### config.mk
export PLATFORM = sky130hd
export DESIGN_NAME = fwlru_ram
export DESIGN_NICKNAME = d
export VERILOG_FILES = /design/src/rtl/core/four_way_lru_tag_cache_defines.svh /design/src/rtl/core/fwlru_ram.sv
export SDC_FILE = /design/constraint.sdc
export NUM_CORES = 1
export LEC_CHECK = 0
export ABC_AREA = 1
export BUFFER_PORTS_ARGS = -buffer_cell sky130_fd_sc_hd__buf_4
export CAP_MARGIN = 20
export CORE_UTILIZATION = 40
export DETAILED_ROUTE_END_ITERATION = 10
export SYNTH_ARGS = -nofsm -noshare
export SYNTH_HDL_FRONTEND = slang
export SYNTH_SLANG_ARGS = --single-unit
### constraint.sdc
create_clock -name clk -period 4.1 [get_ports clk]
set_clock_uncertainty 0.05 [all_clocks]
set_input_delay 0.41 -clock clk [delete_from_list [all_inputs] [get_ports clk]]
set_output_delay 0.41 -clock clk [all_outputs]
set_load 0.01 [all_outputs]
### src/rtl/core/four_way_lru_tag_cache_defines.svh
// Assertion macros for the four-way LRU tag cache.
// Included by the RTL files that carry concurrent assertions; no other dependencies.
`ifndef FOUR_WAY_LRU_TAG_CACHE_DEFINES_SVH
`define FOUR_WAY_LRU_TAG_CACHE_DEFINES_SVH

// Checked on every clock edge outside reset.
`define FWLRU_ASSERT(label, clk, rst_n, prop, msg) \
	label: assert property (@(posedge clk) disable iff (!rst_n) prop) else $error(msg);

// Checked on every clock edge, reset included.
`define FWLRU_ASSERT_ALWAYS(label, clk, prop, msg) \
	label: assert property (@(posedge clk) prop) else $error(msg);

`endif

### src/rtl/core/fwlru_ram.sv
// Generic simple dual-port RAM, one write port and one registered read port.
// Read during write to the same address returns the old data. No dependencies.
module fwlru_ram #(
	parameter int WIDTH = 8,
	parameter int DEPTH = 64
) (
	input  logic                     clk,
	input  logic                     we,
	input  logic [$clog2(DEPTH)-1:0] waddr,
	input  logic [WIDTH-1:0]         wdata,
	input  logic                     re,
	input  logic [$clog2(DEPTH)-1:0] raddr,
	output logic [WIDTH-1:0]         rdata
);

	logic [WIDTH-1:0] mem [DEPTH];

	always_ff @(posedge clk) begin
		if (we) begin
			mem[waddr] <= wdata;
		end
		if (re) begin
			rdata <= mem[raddr];
		end
	end

endmodule

Word level (Yosys, flattened, before mapping). Memories as Yosys holds them, arrays and structs flattened. A register that Yosys moved wholly into a read port is not among the register bits. Index checks and enable logic that the tools add are counted.

Multiplexer cells: 2.

Operator list (count): 1-bit two-way mux (2).

Bits in registers: 0. Memory bits (writable): 512. Input port bits: 23. Output and inout bits: 8. Logic and storage cells: 3. Memories: 1.

Memories: mem (depth 64, width 8, read ports 1, clocked after Yosys merged registers in 1, write ports 1, line fwlru_ram.sv:16) `logic [WIDTH-1:0] mem [DEPTH];`.

Longest topological paths before layout.
Depth in word-level cells: 2. Depth in mapped cells: 12. Gate-level depth less buffers: 9.

Worst setup path after synthesis. OpenSTA, ideal clock, no wires.

Kind: in2reg. From: in we. To: mem mem[48][0], enable pin. Data arrival time: 1781 ps. Setup slack: 1874 ps. Stages on the path: 3. Path through: clkbuf_1 nand4_1 nor4_1.

Word-level cells in the longest chain between the ends: 2.

Ends and longest elaborated chain: start: declaration (line fwlru_ram.sv:8) `input logic we,`; 1-bit two-way mux (line fwlru_ram.sv:19) `if (we) begin`; 1-bit two-way mux (not written as such) (line fwlru_ram.sv:20) `mem[waddr] <= wdata;`; end: declaration (line fwlru_ram.sv:16).

No other way between the ends.

==> impl_metrics.env <==
export IMPL_outcome="finished, violations left"
export IMPL_violations="DRC"
export IMPL_combPwrFrac=0.061
export IMPL_drive_gt1_frac=0.0677
export IMPL_place_area_um2=22000
export IMPL_area_growth_pct=10.1
export IMPL_die_h_um=233
export IMPL_setup_tns_ps=0
export IMPL_path_clk_slew_ps=60
export IMPL_synth_seq_area_share=0.729
export IMPL_dp_cells=2437
export IMPL_intPower_uw=8610
export IMPL_ctsHtreeMaxLevel=2
export IMPL_path_class="in -> reg"
export IMPL_routed_via_density=5.39
export IMPL_nets=1828
export IMPL_relSlewSlack=0.374
export IMPL_fin_area_um2=23600
export IMPL_cp_startpoint="raddr[1]"
export IMPL_clkPwrFrac=0.405
export IMPL_die_w_um=233
export IMPL_clock_sinks=520
export IMPL_grt_max_degree=126
export IMPL_synthFlopType="edfxtp_1"
export IMPL_firstDrtPassIters=9
export IMPL_reg2reg_depth=8
export IMPL_critPathCaptureType="register"
export IMPL_hold_path_class="in -> reg"
export IMPL_synth_area_um2=21400
export IMPL_ant_nets=0
export IMPL_min_period_over_period=0.579
export IMPL_yosys_warnings=0
export IMPL_die_area_um2=54500
export IMPL_cap_violations=0
export IMPL_ys_ff_latch=520
export IMPL_swShare=0.224
export IMPL_avgSynthCellArea_um2=11.9
export IMPL_hold_buffers=0
export IMPL_hold_depth=1
export IMPL_tritoncts="built"
export IMPL_ys_async_sr_fraction=0
export IMPL_p_sw_uw=2480
export IMPL_core_um2=52800
export IMPL_grt_overflow=0
export IMPL_setup_violations=0
export IMPL_leakage_uw=0.00835
export IMPL_grt_usage=0.202
export IMPL_fp_row_count=84
export IMPL_grt_first_pass_wirelength_um=81600
export IMPL_min_period_ps=2370
export IMPL_power_uw=11100
export IMPL_synth_top_area_share=0.729
export IMPL_grt_pass1_vias=13046
export IMPL_fmax_mhz=422
export IMPL_cts_resized=0
export IMPL_worstSetupStartpointType="input port"
export IMPL_place_gp_congestion=0.823
export IMPL_p_seq_frac=0.534
export IMPL_cp_required_ps=4400
export IMPL_synth_top_area_cell="edfxtp_1"
export IMPL_synthDistinctLibCells=15
export IMPL_layoutNonFillerInstCount=2535
export IMPL_worst_slew_pin_slew_ps=931
export IMPL_r2r_start="mem[29][0]"
export IMPL_vias=13673
export IMPL_hold_viol=0
export IMPL_synth_most_common_cell="nand2_1"
export IMPL_arrival_ps=2670
export IMPL_antenna_found_initial=3
export IMPL_ctsLongestPathBuffers=3
export IMPL_ioPinCount=31
export IMPL_numCtsBuffers=53
export IMPL_synth_top_cells_by_area="edfxtp_1, nand2_1, nand3_1"
export IMPL_drt_wl_total_um=54300
export IMPL_drv_slew=0
export IMPL_hp_start="re"
export IMPL_path_max_fanout=73
export IMPL_post_cts_buffers=0
export IMPL_io_buffers=30
export IMPL_routedWlPerCell_um=21.4
export IMPL_dp_hpwl_um=30600
export IMPL_start_util=0.406
export IMPL_syn_nets=1828
export IMPL_p_per_area_nw_per_um2=470
export IMPL_reg2reg_setup_slack_ps=2520
export IMPL_drt_iter0_markers=1406
export IMPL_cts_root_buffer="clkbuf_16"
export IMPL_syn_inst=1805
export IMPL_drc=2
export IMPL_rsz0062_at_grt="false"
export IMPL_yosys_top_cells_count="nand2_1, edfxtp_1, nand3_1"
export IMPL_synth_edf_count=520
export IMPL_vdd_drop_max_uv=388
export IMPL_insertion_delay_ps=600
[per-layer routing]
metal	vias to the layer above	wire length [um]	global-route usage
li1	6352	-	-
met1	6743	23600	0.283
met2	476	25200	0.313
met3	98	3770	0.0366
met4	4	1690	0.0779
met5	-	29	0
[final timing paths]
check                                end
worst max-delay path            rdata[6]
worst min-delay path            rdata[3]
worst max register to register  rdata[0]
worst min register to register  rdata[3]
[flip-flops by register name (all words and copies together) (netlist names)]
name and count:
rdata 8, mem 512
[layout make-up]
type | count | area [um2]
fill | 4777 | 29200
sequential | 520 | 15600
multi-input combinational | 1160 | 4950
clock buffer | 65 | 1370
tap | 688 | 861
timing repair buffer | 58 | 522
clock inverter | 31 | 213
inverter | 12 | 52.6
antenna | 1 | 2.50
[worst max-delay path, stage by stage]
cell and delay, ps:
buf_4 290, inv_4 750, buf_12 320, nand3_1 110
nand3_1 140, nand2_1 120, nand2_1 90, nand3_1 140
nand3_1 120, nand2_1 50
[power groups by stage]
stage / clock network [uW] / registers, uW / logic [uW]
finish: 4490 / 5920 / 682
global route: 4760 / 5920 / 744
CTS: 4560 / 5920 / 678
detailed placement: 0 / 6030 / 676
global placement: 0 / 6030 / 671
floorplan: 0 / 6020 / 414
[cells in the final DEF (no fill, tap or decap)]
master / count
nand2_1: 648
edfxtp_1: 520
nand3_1: 439
nor2_1: 56
clkbuf_16: 53
buf_4: 51
clkinv_1: 20
clkbuf_1: 12
inv_1: 9
nand4_1: 9
nor4_1: 8
clkinv_2: 6
buf_12: 5
inv_6: 3
bufinv_16: 3
diode_2: 1
inv_4: 1
inv_2: 1
buf_6: 1
buf_16: 1
[per-stage QoR]
step	worst slack, ps	hold slack (ps)	util
after CTS	1810	43.4	0.446
after floorplan	1870	459	-
after global routing	1650	62.4	0.447
after global placement	1180	661	0.416
final	1730	66.9	0.447
after detailed placement	1190	670	0.416
[logic make-up after synthesis]
group | after synthesis | share of synthesized area
buffers and inverters | 125 | 0.0401
flip-flops | 520 | 0.729
AND/OR/NAND/NOR | 1160 | 0.231
Note: power is estimated with default switching activity, not from simulation.
