<file path="src/rtl/core/four_way_lru_tag_cache_defines.svh">
// Assertion macros for the four-way LRU tag cache.
// Included by the RTL files that carry concurrent assertions; no other dependencies.
`ifndef FOUR_WAY_LRU_TAG_CACHE_DEFINES_SVH
`define FOUR_WAY_LRU_TAG_CACHE_DEFINES_SVH

// Checked on every clock edge outside reset.
`define FWLRU_ASSERT(label, clk, rst_n, prop, msg) \
	label: assert property (@(posedge clk) disable iff (!rst_n) prop) else $error(msg);

// Checked on every clock edge, reset included.
`define FWLRU_ASSERT_ALWAYS(label, clk, prop, msg) \
	label: assert property (@(posedge clk) prop) else $error(msg);

`endif

</file>
<file path="src/rtl/core/fwlru_pkg.sv">
// Shared types, constants and helpers for the four-way LRU tag cache.
// No dependencies; imported by fwlru_way_sel, the top level and the testbench.
package fwlru_pkg;

	localparam int NUM_SETS_DEF  = 64;
	localparam int ADDR_BITS_DEF = 32;

	localparam int ADDR_W  = 32;
	localparam int CNT_W   = 32;
	localparam int WAYS    = 4;
	localparam int WAY_W   = 2;
	localparam int RANK_W  = 2;
	localparam int RANKS_W = WAYS * RANK_W;
	localparam int OFF_W   = 3;
	localparam int OUT_W   = 104;

	localparam logic [OFF_W-1:0]   OFF_MIN   = 3'd3;
	localparam logic [OFF_W-1:0]   OFF_RESET = 3'd7;
	localparam logic [RANKS_W-1:0] LRU_RESET = 8'hE4;
	localparam logic [RANK_W-1:0]  RANK_OLD  = 2'd0;
	localparam logic [RANK_W-1:0]  RANK_NEW  = 2'd3;

	typedef enum logic {
		ACT_READ  = 1'b0,
		ACT_WRITE = 1'b1
	} action_t;

	typedef struct packed {
		logic                 hit;
		logic [WAY_W-1:0]     way;
		logic [RANKS_W-1:0]   ranks;
	} sel_t;

	function automatic logic [CNT_W-1:0] sat_inc(input logic [CNT_W-1:0] v, input logic en);
		logic [CNT_W-1:0] r;
		r = v;
		if (en && (v != '1)) begin
			r = v + CNT_W'(1);
		end
		return r;
	endfunction

endpackage

</file>
<file path="src/rtl/core/fwlru_way_sel.sv">
// Way selection for one set: tag compare, LRU victim and rank update.
// Depends on fwlru_pkg.
module fwlru_way_sel #(
	parameter int TAG_W = 23
) (
	input  fwlru_pkg::action_t                            action,
	input  logic [TAG_W-1:0]                              tag,
	input  logic [fwlru_pkg::WAYS-1:0][TAG_W-1:0]         tags,
	input  logic [fwlru_pkg::RANKS_W-1:0]                 ranks,
	output fwlru_pkg::sel_t                               sel
);

	import fwlru_pkg::*;

	logic               hit;
	logic [WAY_W-1:0]   hit_way;
	logic [WAY_W-1:0]   victim;
	logic [WAY_W-1:0]   way;
	logic [RANK_W-1:0]  old_rank;
	logic [RANKS_W-1:0] new_ranks;

	// lowest matching way wins
	always_comb begin
		hit     = 1'b0;
		hit_way = '0;
		for (int i = WAYS - 1; i >= 0; i--) begin
			if (tags[i] == tag) begin
				hit     = (action == ACT_READ);
				hit_way = WAY_W'(i);
			end
		end
	end

	always_comb begin
		victim = '0;
		for (int i = WAYS - 1; i >= 0; i--) begin
			if (ranks[i*RANK_W +: RANK_W] == RANK_OLD) begin
				victim = WAY_W'(i);
			end
		end
	end

	assign way      = hit ? hit_way : victim;
	assign old_rank = ranks[way*RANK_W +: RANK_W];

	always_comb begin
		logic [RANK_W-1:0] k;
		new_ranks = '0;
		for (int i = 0; i < WAYS; i++) begin
			k = ranks[i*RANK_W +: RANK_W];
			if (WAY_W'(i) == way) begin
				k = RANK_NEW;
			end else if (k > old_rank) begin
				k = k - RANK_W'(1);
			end
			new_ranks[i*RANK_W +: RANK_W] = k;
		end
	end

	assign sel.hit   = hit;
	assign sel.way   = way;
	assign sel.ranks = new_ranks;

endmodule

</file>
<file path="config.mk">
export PLATFORM = sky130hd
export DESIGN_NAME = fwlru_way_sel
export DESIGN_NICKNAME = d
export VERILOG_FILES = /design/src/rtl/core/four_way_lru_tag_cache_defines.svh /design/src/rtl/core/fwlru_pkg.sv /design/src/rtl/core/fwlru_way_sel.sv
export SDC_FILE = /design/constraint.sdc
export NUM_CORES = 1
export LEC_CHECK = 0
export BUFFER_PORTS_ARGS = -buffer_cell sky130_fd_sc_hd__buf_2
export CAP_MARGIN = 20
export CORE_MARGIN = 3
export CORE_UTILIZATION = 41
export DETAILED_ROUTE_END_ITERATION = 10
export GPL_ROUTABILITY_DRIVEN = 0
export PLACE_DENSITY = 0.94
export SETUP_SLACK_MARGIN = 0.4
export SYNTH_ARGS = -nofsm -noshare
export SYNTH_HDL_FRONTEND = slang
export SYNTH_SLANG_ARGS = --single-unit
</file>
<file path="constraint.sdc">
create_clock -name vclk -period 4.7
set_input_delay 0.94 -clock vclk [all_inputs]
set_output_delay 0.94 -clock vclk [all_outputs]
set_load 0.005 [all_outputs]
</file>
Word level (Yosys, flattened, before mapping). Index checks and enable logic that the tools add are counted.

Register bits after elaboration: 0. Input bits: 124. Output and inout port bits: 11. Word-level logic and storage cells: 43.

$add $sub $neg: 4. Order comparisons: 4. Eq/ne operators: 7. Shift operators: 1. Multiplexer cells: 21. Bitwise operators: 1. Reductions and logical operators: 5.

Operators by type and width (count): 23-bit equality test (4); 2-bit 2-to-1 mux (17); 2-bit zero test (5); 2-bit > comparator (4); 8-bit by 4-bit indexed part select with 2-bit output (1); 2-bit by 1-bit subtractor with 2-bit output, second input constant (4); 2-bit equality test, first input constant (2); 1-bit 2-to-1 mux (4); 1-bit by 2-bit equality test with 1-bit output, first input constant (1); 1-bit inverter (1).

Longest topological paths before layout. Gate-level depths: netlist (run 1).

Word-level depth: 10. Gate-level depth with buffers: 14. Gate-level depth less buffers: 14.

Worst setup path before layout (run 1). Ideal clock, no wire load.

Kind: input port to output port. Start point: input port tag[20]. End point: output port sel[4] in the netlist's numbering. Data arrival time: 3466 ps. Required time: 3760 ps. Slack: 294 ps. Stages on the path: 12. Buffers on the path: 1. Cell sequence: buf_2 xnor2_1 nand4_1 nor4_4 a211oi_1 a211oi_4 mux2i_1 ha_1 nor2b_1 o21ai_0 xnor2_1 nand2_1.

RTL lines: from (decl) (line fwlru_way_sel.sv:7) `input logic [TAG_W-1:0] tag,`; to (decl) (line fwlru_way_sel.sv:10) `output fwlru_pkg::sel_t sel`.

==> flow_summary.toml, run 1 <==
[detailed_routing]
wirelength_um = 6980
dr_total_vias = 2093
vias_per_cell = 5.22
drt_drc_violations_left = 0
drtPass1Iterations = 4
drtIter0Drc = 93
antenna_left = 0
routedWlPerCell_um = 17.4

[job]
drv_cap = 0

[sta]
slew_viol_final = 0
max-slew-margin-rel = 0.720
rsz0062_at_grt = "true"
worst_slew_pin_slew_ps = 416
min_period_ps = 4610
setup_viol = 0
post-route-period-util = 0.981
finalHoldViolCount = 0
setup_ws_ps = 87.9
fmax_mhz = 217

[setup_path]
crit_top_cell = "buf_4"
crit_path_max_fanout = 6
worst-path-buf-inv = 5
worst_ep_arrival_time_ps = 3670
crit_type = "input port to output port"
worstSetupEndpointType = "output port"
slowest_stage = "o2bb2ai_1"
crit_family = "simple AND/OR/NAND/NOR gates"
crit_chain = "buf_12, buf_4, xor2_1, nor3_1, nand4_1, o2bb2ai_1, a21oi_4, buf_4, nand2b_1, a22oi_2, buf_4, ha_2, nand2_1, o21ai_4, xnor2_1, nand2_1, buf_2"
cp_slowest_stage_delay_ps = 290
start_kind = "input port"
required_ps = 3760

[pwr]
power_per_cell_area_nw_per_um2 = 117
seq_power_share = 0
power_switching_uw = 153
ir_drop_uv = 69.5
clockPowerShare = 0
pwr-share-comb = 1.000
p_int_uw = 178
finalPower_uw = 330
power.static_leakage_nw = 1.32
p_sw_frac = 0.463

[grt]
grt_usage = 0.258
grt-ovfl-total = 0
antenna_found_initial = 0
grt_pass1_vias = 2167
grt_max_degree = 7
grt_pass1_wl_um = 10200

[die]
dieArea_um2 = 4790
initial_core_util = 0.437
die_w_um = 69.2
die_h_um = 69.2
core_area_um2 = 3740
rows = 22
io_pins = 135

[synthesis]
synthesis.area_um2 = 1640
synth_area_leaders = "xnor2_1 (34%), xor2_1 (16%), ha_1 (9.2%)"
synth_cells = 207
synth_most_common_cell = "xnor2_1"
syn_area_per_cell_um2 = 7.91
synth_seq_area_share = 0
synth_top_area_share = 0.343
yosysWarnings = 0
ys_types = 32
yosys-top-cells-count = "xnor2_1 (64), xor2_1 (30), nand4_1 (16)"
synth_nets = 343
synth_top_area_cell = "xnor2_1"

[placement]
dp_hpwl_um = 5370
placed_cells_incl_taps = 388
dpl_worst_slack_ps = -161
portBuffers = 135

[hold_path]
hold_path_class = "input port to output port"

[cells_and_area]
final_cells = 401
seq_cells = 0
n_antenna_cell = 0
seq_area_um2 = 0
fin_nets = 491
clkbuf_count = 0
drive_above_1_share = 0.533
syn_to_final_growth_pct = 72.6

[status]
status = "finished clean"
==> cells by family after synthesis <==
kind of cell / share of synthesized area
XOR/XNOR: 0.523
AND/OR/NAND/NOR: 0.216
AO/OA/AOI/OAI: 0.100
buffers and inverters: 0.0451
adder cells (fa/ha/maj): 0.0917
multiplexers: 0.0245
==> per-layer routing <==
layer / share of wire / global-route usage / up-vias
met4: 0.028 / 0.0369 / 0
met1: 0.37 / 0.304 / 973
met5: 0 / 0 / -
met2: 0.55 / 0.512 / 93
li1: - / - / 1005
met3: 0.050 / 0.0188 / 22
==> area by class of cell <==
type                            count  area, um2
Inverter                            9       33.8
Fill cell                         266        918
Multi-Input combinational cell    193       1820
Timing Repair Buffer              151        908
Tap cell                           48       60.1
==> what timing repair did <==
| item | CTS | global route |
|---|---|---|
| resized for setup | 50 | 24 |
| endpoints found under the hold margin | 0 | 0 |
| pin swaps | 34 | 22 |
| hold buffers | 0 | 0 |
| buffers inserted | 6 | 7 |
| setup endpoints to repair | 8 | 8 |
==> power groups by stage <==
stage | Clock (mW) | Sequential, mW | Combinational [mW]
2_1_floorplan | 0 | 0 | 0.145
5_1_grt | 0 | 0 | 0.358
4_1_cts | 0 | 0 | 0.299
3_5_place_dp | 0 | 0 | 0.262
6_report | 0 | 0 | 0.330
3_3_place_gp | 0 | 0 | 0.252
==> tightest hold or removal path: stages <==
cell      delay (ps)
buf_2            100
nand2_1           50
o211ai_1          80
buf_2            120
==> worst paths after layout <==
kind	start	endpoint	slack, ps	cells after the start
max	tag[9]	sel[0]	90	17
min	ranks[7]	sel[7]	2230	4
==> per-stage QoR <==
step | util | setup TNS, ps | hold slack (ps) | instance area [um2]
finish | 0.755 | 0 | 2230 | 2830
global route | 0.755 | -222 | 2240 | 2830
CTS | 0.704 | 0 | 2210 | 2630
detailed placement | 0.630 | -722 | 2200 | 2360
global placement | 0.630 | -282 | 2190 | 2360
floorplan | - | 0 | 2000 | 1640
==> cell usage in the layout, fill, tap and decap left out, types with 2 or more instances in the layout <==
cell      Yosys  final
xnor2_2       2     12
inv_1         9      9
ha_1         12     11
mux2i_1       4      3
or3_1         3      3
buf_4         1     19
a211oi_4      1      2
nand3_1       2      2
buf_2         2    120
nor4_4        1      2
nand4_1      16     16
xnor2_1      64     51
nand2_1      14     14
nor2b_4       0      4
nor2_1        5      5
a21oi_1       3      3
nor3_1        4      4
xnor2_4       0      3
o21ai_4       0      3
nand2b_1      3      3
nor4_1        6      5
buf_6         2      8
buf_12        0      3
xor2_2        0      3
xor2_1       30     27
o211ai_1      4      4
Power figures use the tool's default switching activity.
==> run 2, diff against run 1 <==
BUFFER_PORTS_ARGS = default   (was -buffer_cell sky130_fd_sc_hd__buf_2)
CELL_PAD_IN_SITES_DETAIL_PLACEMENT = 0   (was default)
CELL_PAD_IN_SITES_GLOBAL_PLACEMENT = 1   (was default)
CORE_UTILIZATION = 45   (was 41)
DONT_BUFFER_PORTS = 1   (was default)
PLACE_DENSITY = 0.95   (was 0.94)
==> run 2 against run 1 <==
Compared with the run above:
- die area down 8.1%
- largest cell class unchanged
- critical path type unchanged
- sequential share of layout area stayed put
- flip-flop and latch count is the same
- global-route usage is 4.0 points lower
- total power is 42% lower
==> flow_summary.toml, run 2 (same netlist as run 1, synthesis figures left out) <==
[placement]
portBuffers = 0
dp_hpwl_um = 4370
placed_cells_incl_taps = 249

[cells_and_area]
seq_cells = 0
drive_above_1_share = 0.146
fin_nets = 344
seq_area_um2 = 0
clkbuf_count = 0
final_cells = 252
mostFrequentLayoutCells = "xnor2_1 (59), xor2_1 (30), nand4_1 (16)"
syn_to_final_growth_pct = 10.7
fillCellCount = 327
fin_util = 0.530
n_antenna_cell = 0
final_common_cell = "xnor2_1"

[pwr]
power_per_cell_area_nw_per_um2 = 106
ir_drop_uv = 38.2
power.static_leakage_nw = 0.637
finalPower_uw = 192

[die]
rows = 21
io_pins = 135
initial_core_util = 0.479
die_h_um = 66.3
die_w_um = 66.3
core_area_um2 = 3420
dieArea_um2 = 4400

[setup_path]
crit_family = "simple AND/OR/NAND/NOR gates"
required_ps = 3760
worst-path-buf-inv = 0
start_kind = "input port"
worst_ep_arrival_time_ps = 3430
worstSetupEndpointType = "output port"
crit_chain = "xnor2_2, nand4_1, nor4_4, nand2_1, a211oi_4, mux2i_2, ha_1, nor2b_4, o21ai_4, xnor2_1, nand2_1"
crit_path_max_fanout = 4
cp_slowest_stage_delay_ps = 410
crit_start = "tag[19]"
crit_top_cell = "nand2_1"
crit_type = "input port to output port"
slowest_stage = "nor4_4"

[grt]
grt_max_degree = 7
grt_pass1_wl_um = 7440
grt_usage = 0.219
grt_pass1_vias = 1494
antenna_found_initial = 0
grt-ovfl-total = 0

[job]
drv_cap = 0

[detailed_routing]
vias_per_cell = 5.82
drtPass1Iterations = 4
dr_total_vias = 1466
drt_drc_violations_left = 0
wirelength_um = 5030
antenna_left = 0
routedWlPerCell_um = 20.0
drtIter0Drc = 44

[clock_tree]
cts_hold_buf = 0

[sta]
setup_viol = 0
min_period_ps = 4370
rsz0062_at_grt = "true"
slew_viol_final = 0
fmax_mhz = 229
max-slew-margin-rel = 0.634
finalHoldViolCount = 0
worst_slew_pin_slew_ps = 543
setup_tns_ps = 0
post-route-period-util = 0.931

[hold_path]
hold-path-cell-count = 1
hp-start = "action"
hold_path_class = "input port to output port"
hold_end = "sel[10]"

[status]
status = "finished clean"
run 2: cell count changes in the layout (fill, tap and decap cells not counted), sizes merged:
cell	previous run	this run
a21oi	4	5
buf	151	3
run 2: layout make-up:
| cell class | instances | area (um2) | area share |
|---|---|---|---|
| Timing Repair Buffer | 3 | 22.5 | 0.0124 |
| Tap cell | 46 | 57.6 | 0.0318 |
| Inverter | 9 | 33.8 | 0.0186 |
| Multi-Input combinational cell | 194 | 1700 | 0.937 |
run 2: layer usage:
| layer | vias to the layer above | GRT usage | wire [um] |
|---|---|---|---|
| li1 | 713 | - | - |
| met4 | 0 | 0.0152 | 54 |
| met1 | 655 | 0.263 | 1920 |
| met3 | 6 | 0.0391 | 474 |
| met5 | - | 0 | 0 |
| met2 | 92 | 0.414 | 2580 |
run 2: how the worst max path moves through the flow:
stage | end | slack, ps | cells past startpoint
final | sel[6] | 330 | 11
after detailed placement | sel[0] | 160 | 12
after global placement | sel[4] | 240 | 12
after floorplan | sel[4] | 420 | 12
after global routing | sel[2] | 190 | 12
after CTS | sel[2] | 330 | 12
run 2: power breakdown:
part | switching (mW) | total [mW] | internal (mW)
Clock | 0 | 0 | 0
Sequential | 0 | 0 | 0
Combinational | 0.0881 | 0.192 | 0.104
run 2: per-stage QoR:
step | setup WS (ps) | instance area (um2) | hold WS (ps)
global placement | 238 | 1670 | 1920
detailed placement | 163 | 1670 | 1920
finish | 326 | 1810 | 1920
CTS | 329 | 1790 | 1920
global route | 188 | 1810 | 1920
floorplan | 417 | 1640 | 2000
run 2: repair_timing:
action	in CTS	in global routing
pin swaps	20	9
resized for setup	18	5
endpoints found under the setup margin	8	8
hold endpoints to repair	0	0
cloned	1	0
buffers inserted	2	0
